--- src/design/mnsp_pkg.sv ---
// Package for the note string parser: beat types, result kinds and the
// command record that passes from the front end to the back end.
// Depends on nothing; every other file of the block refers to it.
package mnsp_pkg;

  typedef enum logic [1:0] {
    KIND_DATA = 2'd0,
    KIND_END  = 2'd1,
    KIND_ERR  = 2'd2
  } kind_e;

  typedef enum logic [5:0] {
    PH_IDLE = 6'b000001,
    PH_OCT  = 6'b000010,
    PH_NOTE = 6'b000100,
    PH_ACC  = 6'b001000,
    PH_DUR  = 6'b010000,
    PH_EFF  = 6'b100000
  } phase_e;

  localparam logic [3:0] NoteC     = 4'd1;
  localparam logic [3:0] NoteD     = 4'd3;
  localparam logic [3:0] NoteE     = 4'd5;
  localparam logic [3:0] NoteF     = 4'd6;
  localparam logic [3:0] NoteG     = 4'd8;
  localparam logic [3:0] NoteA     = 4'd10;
  localparam logic [3:0] NoteB     = 4'd12;
  localparam logic [3:0] PauseCode = 4'd13;

  localparam logic [7:0] PausePitch     = 8'd144;
  localparam logic [7:0] StepsPerOctave = 8'd24;

  typedef struct packed {
    logic [7:0] ch;
    logic       start_req;
  } in_t;

  typedef struct packed {
    logic [7:0] out_byte;
    kind_e      kind;
    logic       last;
  } out_t;

  typedef struct packed {
    logic       has_note;
    logic [7:0] params;
    logic [7:0] pitch;
    kind_e      status;
  } cmd_t;

endpackage

--- src/design/music_note_string_parser_top.sv ---
// Top level of the note string parser: front end, command queue, back end.
// Depends on mnsp_pkg, mnsp_front, mnsp_cmd_fifo and mnsp_back.
//
// Usage: characters of a note string enter on in_i as a queue push; a beat
// is taken when push_i is high and full_o is low. Set start_req on the
// first character of a string. Each note gives two data beats (params,
// then pitch); a quote in the octave position gives an end beat and any
// bad character an error beat, after which characters are ignored until
// the next start_req. The last beat caused by a character has last set.
// Results are read as a queue pop: out_o is valid while empty_o is low and
// is taken when pop_i is high.
// An input beat's first result passes the command queue and the output register on its way to out_o.
// The parser takes one character a cycle while full_o is low; the output side
// delivers one beat a cycle while the receiver pops every beat, set by the
// single output register, and a character gives one to three beats.
// A two-entry command queue decouples the sides: when the receiver stalls,
// the queue fills and full_o rises; nothing is dropped.
// Reset leaves the parser idle, the queue empty and empty_o high.
module music_note_string_parser_top (
  input  logic           clk_i,
  input  logic           rst_ni,
  input  logic           push_i,
  output logic           full_o,
  input  mnsp_pkg::in_t  in_i,
  output logic           empty_o,
  input  logic           pop_i,
  output mnsp_pkg::out_t out_o
);

  logic           accept;
  logic           cmd_valid, cmd_pop, fifo_empty;
  mnsp_pkg::cmd_t cmd, head;
  logic [1:0]     fifo_count;

  assign accept = push_i && !full_o;

  mnsp_front u_front (
    .clk_i      (clk_i),
    .rst_ni     (rst_ni),
    .accept_i   (accept),
    .in_i       (in_i),
    .cmd_valid_o(cmd_valid),
    .cmd_o      (cmd)
  );

  mnsp_cmd_fifo u_fifo (
    .clk_i    (clk_i),
    .rst_ni   (rst_ni),
    .wr_i     (cmd_valid),
    .wr_data_i(cmd),
    .full_o   (full_o),
    .rd_i     (cmd_pop),
    .empty_o  (fifo_empty),
    .rd_data_o(head),
    .count_o  (fifo_count)
  );

  mnsp_back u_back (
    .clk_i      (clk_i),
    .rst_ni     (rst_ni),
    .cmd_valid_i(!fifo_empty),
    .cmd_i      (head),
    .cmd_pop_o  (cmd_pop),
    .empty_o    (empty_o),
    .pop_i      (pop_i),
    .out_o      (out_o)
  );

  a_fifo_bound: assert property (@(posedge clk_i) disable iff (!rst_ni)
    fifo_count != 2'd3)
    else $error("command queue count out of range");

  a_status_beat: assert property (@(posedge clk_i) disable iff (!rst_ni)
    (!empty_o && out_o.kind != mnsp_pkg::KIND_DATA) |->
      (out_o.out_byte == 8'd0 && out_o.last))
    else $error("status beat must be zero and last");

  a_pop_only_valid: assert property (@(posedge clk_i) disable iff (!rst_ni)
    cmd_pop |-> !fifo_empty)
    else $error("back end released an empty queue");

  a_kind_legal: assert property (@(posedge clk_i) disable iff (!rst_ni)
    !empty_o |-> (out_o.kind == mnsp_pkg::KIND_DATA || out_o.kind == mnsp_pkg::KIND_END ||
                  out_o.kind == mnsp_pkg::KIND_ERR))
    else $error("illegal result kind");

endmodule

--- src/design/mnsp_front.sv ---
// Front end of the note string parser: takes one character a cycle while
// accept_i is high, walks the note grammar and emits one command per
// character that causes results. Depends on mnsp_pkg.
module mnsp_front (
  input  logic           clk_i,
  input  logic           rst_ni,
  input  logic           accept_i,
  input  mnsp_pkg::in_t  in_i,
  output logic           cmd_valid_o,
  output mnsp_pkg::cmd_t cmd_o
);

  mnsp_pkg::phase_e phase_q, phase_d, ph0;
  logic [2:0]       oct_q, oct_d;
  logic [3:0]       note_q, note_d;
  logic [2:0]       dur_q, dur_d;

  logic [7:0]       c;
  logic [3:0]       code;
  logic [1:0]       eff;
  logic             run_oct, run_dur, note_emit;
  mnsp_pkg::kind_e  status;
  logic [7:0]       oct_off, pitch;

  function automatic logic [3:0] letter_code(input logic [7:0] ch);
    logic [3:0] r;
    unique case (ch)
      "C", "c": r = mnsp_pkg::NoteC;
      "D", "d": r = mnsp_pkg::NoteD;
      "E", "e": r = mnsp_pkg::NoteE;
      "F", "f": r = mnsp_pkg::NoteF;
      "G", "g": r = mnsp_pkg::NoteG;
      "A", "a": r = mnsp_pkg::NoteA;
      "B", "b": r = mnsp_pkg::NoteB;
      "P", "p": r = mnsp_pkg::PauseCode;
      default:  r = 4'd0;
    endcase
    return r;
  endfunction

  assign c    = in_i.ch;
  assign code = letter_code(c);
  assign ph0  = in_i.start_req ? mnsp_pkg::PH_OCT : phase_q;

  always_comb begin
    unique case (c)
      "+":     eff = 2'd1;
      "-":     eff = 2'd2;
      "=":     eff = 2'd3;
      default: eff = 2'd0;
    endcase
  end

  always_comb begin
    phase_d   = phase_q;
    oct_d     = oct_q;
    note_d    = note_q;
    dur_d     = dur_q;
    run_oct   = 1'b0;
    run_dur   = 1'b0;
    note_emit = 1'b0;
    status    = mnsp_pkg::KIND_DATA;
    unique case (ph0)
      mnsp_pkg::PH_OCT: run_oct = 1'b1;
      mnsp_pkg::PH_NOTE: begin
        if (code == 4'd0) begin
          status  = mnsp_pkg::KIND_ERR;
          phase_d = mnsp_pkg::PH_IDLE;
        end else begin
          note_d = code;
          if (code == mnsp_pkg::NoteD || code == mnsp_pkg::NoteA ||
              code == mnsp_pkg::PauseCode) begin
            phase_d = mnsp_pkg::PH_DUR;
          end else begin
            phase_d = mnsp_pkg::PH_ACC;
          end
        end
      end
      mnsp_pkg::PH_ACC: begin
        if (c == "#" && (note_q == mnsp_pkg::NoteC || note_q == mnsp_pkg::NoteF ||
                         note_q == mnsp_pkg::NoteG)) begin
          note_d  = note_q + 4'd1;
          phase_d = mnsp_pkg::PH_DUR;
        end else if ((c == "b" || c == "B") &&
                     (note_q == mnsp_pkg::NoteE || note_q == mnsp_pkg::NoteB)) begin
          note_d  = note_q - 4'd1;
          phase_d = mnsp_pkg::PH_DUR;
        end else begin
          run_dur = 1'b1;
        end
      end
      mnsp_pkg::PH_DUR: run_dur = 1'b1;
      mnsp_pkg::PH_EFF: begin
        note_emit = 1'b1;
        if (eff == 2'd0) begin
          run_oct = 1'b1;
        end else begin
          phase_d = mnsp_pkg::PH_OCT;
        end
      end
      default: phase_d = mnsp_pkg::PH_IDLE;
    endcase

    if (run_oct) begin
      if (c >= "2" && c <= "7") begin
        oct_d   = c[2:0];
        phase_d = mnsp_pkg::PH_NOTE;
      end else if (c == 8'h22 || c == 8'h27) begin
        status  = mnsp_pkg::KIND_END;
        phase_d = mnsp_pkg::PH_IDLE;
      end else begin
        status  = mnsp_pkg::KIND_ERR;
        phase_d = mnsp_pkg::PH_IDLE;
      end
    end

    if (run_dur) begin
      if (c >= "1" && c <= "8") begin
        dur_d   = c[2:0] - 3'd1;
        phase_d = mnsp_pkg::PH_EFF;
      end else begin
        status  = mnsp_pkg::KIND_ERR;
        phase_d = mnsp_pkg::PH_IDLE;
      end
    end
  end

  assign oct_off = 8'({5'd0, oct_q} - 8'd2) * mnsp_pkg::StepsPerOctave;
  assign pitch   = (note_q == mnsp_pkg::PauseCode) ? mnsp_pkg::PausePitch :
                   8'(oct_off + {3'd0, note_q - 4'd1, 1'b0});

  assign cmd_valid_o     = accept_i && (note_emit || status != mnsp_pkg::KIND_DATA);
  assign cmd_o.has_note  = note_emit;
  assign cmd_o.params    = {eff, 3'd0, dur_q};
  assign cmd_o.pitch     = pitch;
  assign cmd_o.status    = status;

  always_ff @(posedge clk_i or negedge rst_ni) begin
    if (!rst_ni) begin
      phase_q <= mnsp_pkg::PH_IDLE;
      oct_q   <= 3'd0;
      note_q  <= 4'd0;
      dur_q   <= 3'd0;
    end else if (accept_i) begin
      phase_q <= phase_d;
      oct_q   <= oct_d;
      note_q  <= note_d;
      dur_q   <= dur_d;
    end
  end

endmodule

--- src/design/mnsp_cmd_fifo.sv ---
// Two-entry command queue between the parser front end and the beat
// generator, so that each side can stall on its own. Depends on mnsp_pkg.
module mnsp_cmd_fifo (
  input  logic           clk_i,
  input  logic           rst_ni,
  input  logic           wr_i,
  input  mnsp_pkg::cmd_t wr_data_i,
  output logic           full_o,
  input  logic           rd_i,
  output logic           empty_o,
  output mnsp_pkg::cmd_t rd_data_o,
  output logic [1:0]     count_o
);

  mnsp_pkg::cmd_t mem_q [2];
  logic           wr_ptr_q, rd_ptr_q;
  logic [1:0]     count_q;

  assign full_o    = (count_q == 2'd2);
  assign empty_o   = (count_q == 2'd0);
  assign rd_data_o = mem_q[rd_ptr_q];
  assign count_o   = count_q;

  always_ff @(posedge clk_i) begin
    if (wr_i && !full_o) begin
      mem_q[wr_ptr_q] <= wr_data_i;
    end
  end

  always_ff @(posedge clk_i or negedge rst_ni) begin
    if (!rst_ni) begin
      wr_ptr_q <= 1'b0;
      rd_ptr_q <= 1'b0;
      count_q  <= 2'd0;
    end else begin
      if (wr_i && !full_o) begin
        wr_ptr_q <= ~wr_ptr_q;
      end
      if (rd_i && !empty_o) begin
        rd_ptr_q <= ~rd_ptr_q;
      end
      count_q <= count_q + 2'((wr_i && !full_o) ? 1 : 0) - 2'((rd_i && !empty_o) ? 1 : 0);
    end
  end

endmodule

--- src/design/mnsp_back.sv ---
// Back end of the note string parser: expands each queued command into one
// to three result beats and holds the oldest one in an output register.
// Depends on mnsp_pkg.
module mnsp_back (
  input  logic           clk_i,
  input  logic           rst_ni,
  input  logic           cmd_valid_i,
  input  mnsp_pkg::cmd_t cmd_i,
  output logic           cmd_pop_o,
  output logic           empty_o,
  input  logic           pop_i,
  output mnsp_pkg::out_t out_o
);

  logic [1:0]     beat_q, beat_d, idx;
  logic           out_valid_q;
  mnsp_pkg::out_t out_q, beat;
  logic           load;

  assign idx = cmd_i.has_note ? beat_q : 2'd2;

  always_comb begin
    beat.out_byte = 8'd0;
    beat.kind     = cmd_i.status;
    beat.last     = 1'b1;
    unique case (idx)
      2'd0: begin
        beat.out_byte = cmd_i.params;
        beat.kind     = mnsp_pkg::KIND_DATA;
        beat.last     = 1'b0;
      end
      2'd1: begin
        beat.out_byte = cmd_i.pitch;
        beat.kind     = mnsp_pkg::KIND_DATA;
        beat.last     = (cmd_i.status == mnsp_pkg::KIND_DATA);
      end
      default: ;
    endcase
  end

  assign load      = cmd_valid_i && (!out_valid_q || pop_i);
  assign cmd_pop_o = load && beat.last;
  assign beat_d    = beat.last ? 2'd0 : idx + 2'd1;
  assign empty_o   = !out_valid_q;
  assign out_o     = out_q;

  always_ff @(posedge clk_i) begin
    if (load) begin
      out_q <= beat;
    end
  end

  always_ff @(posedge clk_i or negedge rst_ni) begin
    if (!rst_ni) begin
      beat_q      <= 2'd0;
      out_valid_q <= 1'b0;
    end else begin
      if (load) begin
        beat_q      <= beat_d;
        out_valid_q <= 1'b1;
      end else if (pop_i) begin
        out_valid_q <= 1'b0;
      end
    end
  end

endmodule
--- config.mk ---
export PLATFORM = sky130hd
export DESIGN_NAME = music_note_string_parser_top
export DESIGN_NICKNAME = d
export VERILOG_FILES = /design/src/design/mnsp_pkg.sv /design/src/design/music_note_string_parser_top.sv /design/src/design/mnsp_front.sv /design/src/design/mnsp_cmd_fifo.sv /design/src/design/mnsp_back.sv
export SDC_FILE = /design/constraint.sdc
export NUM_CORES = 1
export LEC_CHECK = 0
export ABC_AREA = 1
export BUFFER_PORTS_ARGS = -buffer_cell sky130_fd_sc_hd__buf_4
export CAP_MARGIN = 10
export CORE_UTILIZATION = 60
export CTS_CLUSTER_DIAMETER = 60
export DETAILED_ROUTE_END_ITERATION = 10
export GPL_TIMING_DRIVEN = 0
export PLACE_DENSITY = 0.85
export SLEW_MARGIN = 30
export SYNTH_ARGS = -nofsm -noshare
export SYNTH_HDL_FRONTEND = slang
export SYNTH_SLANG_ARGS = --single-unit
--- constraint.sdc ---
create_clock -name clk_i -period 3.4 [get_ports clk_i]
set_input_delay 0.34 -clock clk_i [delete_from_list [all_inputs] [get_ports clk_i]]
set_output_delay 0.34 -clock clk_i [all_outputs]
set_load 0.05 [all_outputs]
==> results by group <==
Outcome
  – Run status: completed

Power
  – Leak: 1.82 nW
  – Worst ir drop on vdd: approximately 0.54 mV
  – Pwr dens: 759 nW/um2

Worst setup path
  – Setup crit start kind: register
  – Cell family with most CP delay: buffers and inverters
  – Critical path class: reg2reg
  – Worst path arrival time: between 3000 and 4000 ps
  – Critical Path RT: around 3700 ps
  – Nature of the critical path endpoint: register
  – Slowest CP cell: dfrtp_1
  – Cell Chain, Critical Path: buf_2 > inv_2 > or2_2 > o21ai_0 > or2_1 > buf_2 > inv_1 > ha_1 > o21ai_1 > nand2_1 > inv_1 > ha_1 > inv_1 > ha_1 > xnor2_1 > xor2_1
  – CP max stage delay: around 320 ps
  – Buf/Inv on CP: 6
  – Crit-path max FO: 9

Yosys
  – Syn nets: 440
  – EDFF count, synth: 41
  – Yosys Warn Count: 0
  – Mapped Cells: 408
  – Cell area after technology mapping: about 3600 um2
  – Synth cell types: 35
  – Synthesized area per cell: 8.84 um2
  – Post-synth ARST share: roughly 36%
  – Flops & latches, synth: 64
  – Synth Flop Type: edfxtp_1
  – Sequential area share after synthesis: between 50% and 60%

Cells and area
  – Nets: about 480
  – Syn-to-layout area delta: 14.7%
  – Finished Cell Area: roughly 4100 um2
  – Antenna Cells: 0
  – Commonest non-fill, non-tap cell in the layout: nand2_1
  – Share of layout cells above drive strength 1: between 10% and 20%
  – Fill cells: between 300 and 400
  – Most frequent cells in the layout: 70 x nand2_1, 56 x nor2_1, 48 x inv_1

Timing
  – Tightest Pin Transition: around 860 ps
  – Final setup violation count: 0
  – Final Hold Fails: 0
  – Fin crit share: about nine tenths
  – Setup TNS: 0 ps
  – Fmax: about 330 MHz
  – Fin worst setup slack: ~320 ps
  – Tmin final: about 3100 ps
  – Slew HR: roughly two fifths
  – Fin. max-slew vios: 0
  – RSZ-0062 raised after global routing: no
  – Max Clock Skew: 10.9 ps

Routing
  – DRC Markers: 0
  – Final wirelength: 7500 um
  – 1st-iter DRT viols: ~210
  – Routed via count: around 2900
  – Routed WL per cell: between 10 and 15 um
  – Pre-antenna DRT Iters: 6
  – Post-route ant nets: 0
  – Via/cell ratio: 5.49

Hold path
  – Type of the tightest min-delay check: in2reg

Global routing
  – Global routing usage on met2: 46.2%
  – Global route hottest layer: met2
  – Initial antenna violation count: 0
  – Number of global-route vias before repair: between 2000 and 3000
  – Total track usage: 26.2%
  – Met3 GRT Util: about 4.8%
  – Met1 Track Usage GR: between 30% and 40%
  – First-pass GRT wire length: roughly 12000 um
  – Largest net degree at the start of global routing: 24
  – Grt ovf: 0

Clocking
  – Clock Path Buffers: 2
  – CTS Buf Count: 9
  – Clock Latency Late Sink: ~340 ps
  – Post-CTS Setup Bufs: 0
  – Clock Sinks: between 60 and 70
  – Clock transition at path regs: approximately 80 ps
  – # H-tree levels: 3
  – CTS tree: built
  – CTS Root Buffer Type: clkbuf_8

Placed design
  – Worst slack, placed: roughly 290 ps
  – Placed inst area: 3880 um2
  – GPL Wtd Cong: roughly 0.88
  – Dpl hpwl: between 5000 and 6000 um
  – Port Buffer Count: 24

Die
  – Die W: slightly below 80 um
  – Die height: about 80 um
  – Placeable core area: ~5600 um2
  – Die area: roughly 6300 um2
  – Cell Rows: 27
  – Initial core utilization: roughly 64%
  – I/O Pins: 26

Run
  – Max cap viols: 0
## kinds of logic after synthesis
logic type,after synthesis,synth area share (%)
AOI/OAI and AO/OA,57,8.32
xor gates and xnor gates,11,2.67
adders and majority gates,19,6.80
buffers and inverters,64,6.87
DFF,64,50.1
muxes,2,0.555
and+or+nand+nor,191,24.7
## per-layer routing
layer | wire length (um) | up-vias
met2 | 3810 | 107
met1 | 3170 | 1311
met4 | 195 | 0
met5 | 0 | -
met3 | 332 | 23
li1 | - | 1418
## worst reg2reg max path, cell delays in order, from the launching register on
cell	delay, ps
dfrtp_1	320
buf_2	180
inv_2	90
or2_2	280
o21ai_0	110
or2_1	130
buf_2	190
inv_1	110
ha_1	230
o21ai_1	270
nand2_1	140
inv_1	120
ha_1	230
inv_1	90
ha_1	180
xnor2_1	150
xor2_1	180
## cell type report
class | instances | area (um2) | area share (%)
Clock inverter | 7 | 119 | 2.87
Inverter | 56 | 210 | 5.08
Tap cell | 72 | 90.1 | 2.18
Sequential cell | 64 | 1810 | 43.7
Multi-Input combinational cell | 280 | 1560 | 37.7
Buffer | 8 | 37.5 | 0.907
Timing Repair Buffer | 25 | 190 | 4.60
Clock buffer | 9 | 124 | 2.99
## report_power, final
group	leakage (nW)	internal (W)	switching, W	total (W)
combinational	1.03	0.000355	0.000835	0.00119
sequential	0.669	0.00108	0.0000705	0.00115
clock	0.117	0.000488	0.000311	0.000799
## registers in the layout, summed over array words and instances, names as in the netlist
name                count
u_fifo.mem_q           30
u_back.out_o           11
u_front.phase_q         6
u_front.note_q          4
u_front.dur_q           3
u_front.oct_q           3
u_back.beat_q           2
u_fifo.count_o          2
u_back.out_valid_q      1
u_fifo.rd_ptr_q         1
u_fifo.wr_ptr_q         1
## per-stage QoR
stage / instances / hold WS, ps / total power (W) / util (%)
final: 521 / 177 / 0.00314 / 73.3
after global routing: 521 / 181 / 0.00331 / 73.3
after CTS: 521 / 171 / 0.00314 / 73.3
after detailed placement: 504 / 259 / 0.00233 / 68.8
after global placement: 504 / 258 / 0.00226 / 68.7
after floorplan: 408 / 44.4 / 0.00200 / -
## timing repair
item                                    CTS  global route
hold buffers                              1             0
endpoints found under the hold margin    22             0
endpoints found under the setup margin    0             1
gates resized for setup                   0             1
## Yosys cell counts (4+ instances only)
master,number,area share [%]
nor2_1,57,5.9
o21ai_0,27,3.7
ha_1,18,6.2
a21oi_1,12,1.7
edfxtp_1,41,34
o21ai_1,10,1.4
nand3_1,25,3.5
o22ai_1,4,0.69
inv_1,48,5.0
nand2_2,7,1.2
dfrtp_1,22,15
nand4_1,4,0.69
buf_2,6,0.83
xnor2_1,5,1.2
nor2_4,6,1.9
xor2_1,6,1.5
nor2_2,5,0.87
inv_2,8,0.83
nor4_1,4,0.69
nand2_1,70,7.3
## worst paths after layout
check	startpoint	to	slack, ps	cells past startpoint
setup / recovery	u_fifo.rd_ptr_q	u_fifo.count_o[1]	320	16
hold / removal	pop_i	u_back.out_valid_q	180	2
setup reg to reg	u_fifo.rd_ptr_q	u_fifo.count_o[1]	320	16
hold reg to reg	u_front.dur_q[1]	u_fifo.mem_q[1][11]	490	0
max in group asynchronous	rst_ni	u_front.phase_q[0]	2680	2
min in group asynchronous	rst_ni	u_front.phase_q[2]	430	2
Note: power is estimated with default switching activity, not from simulation.
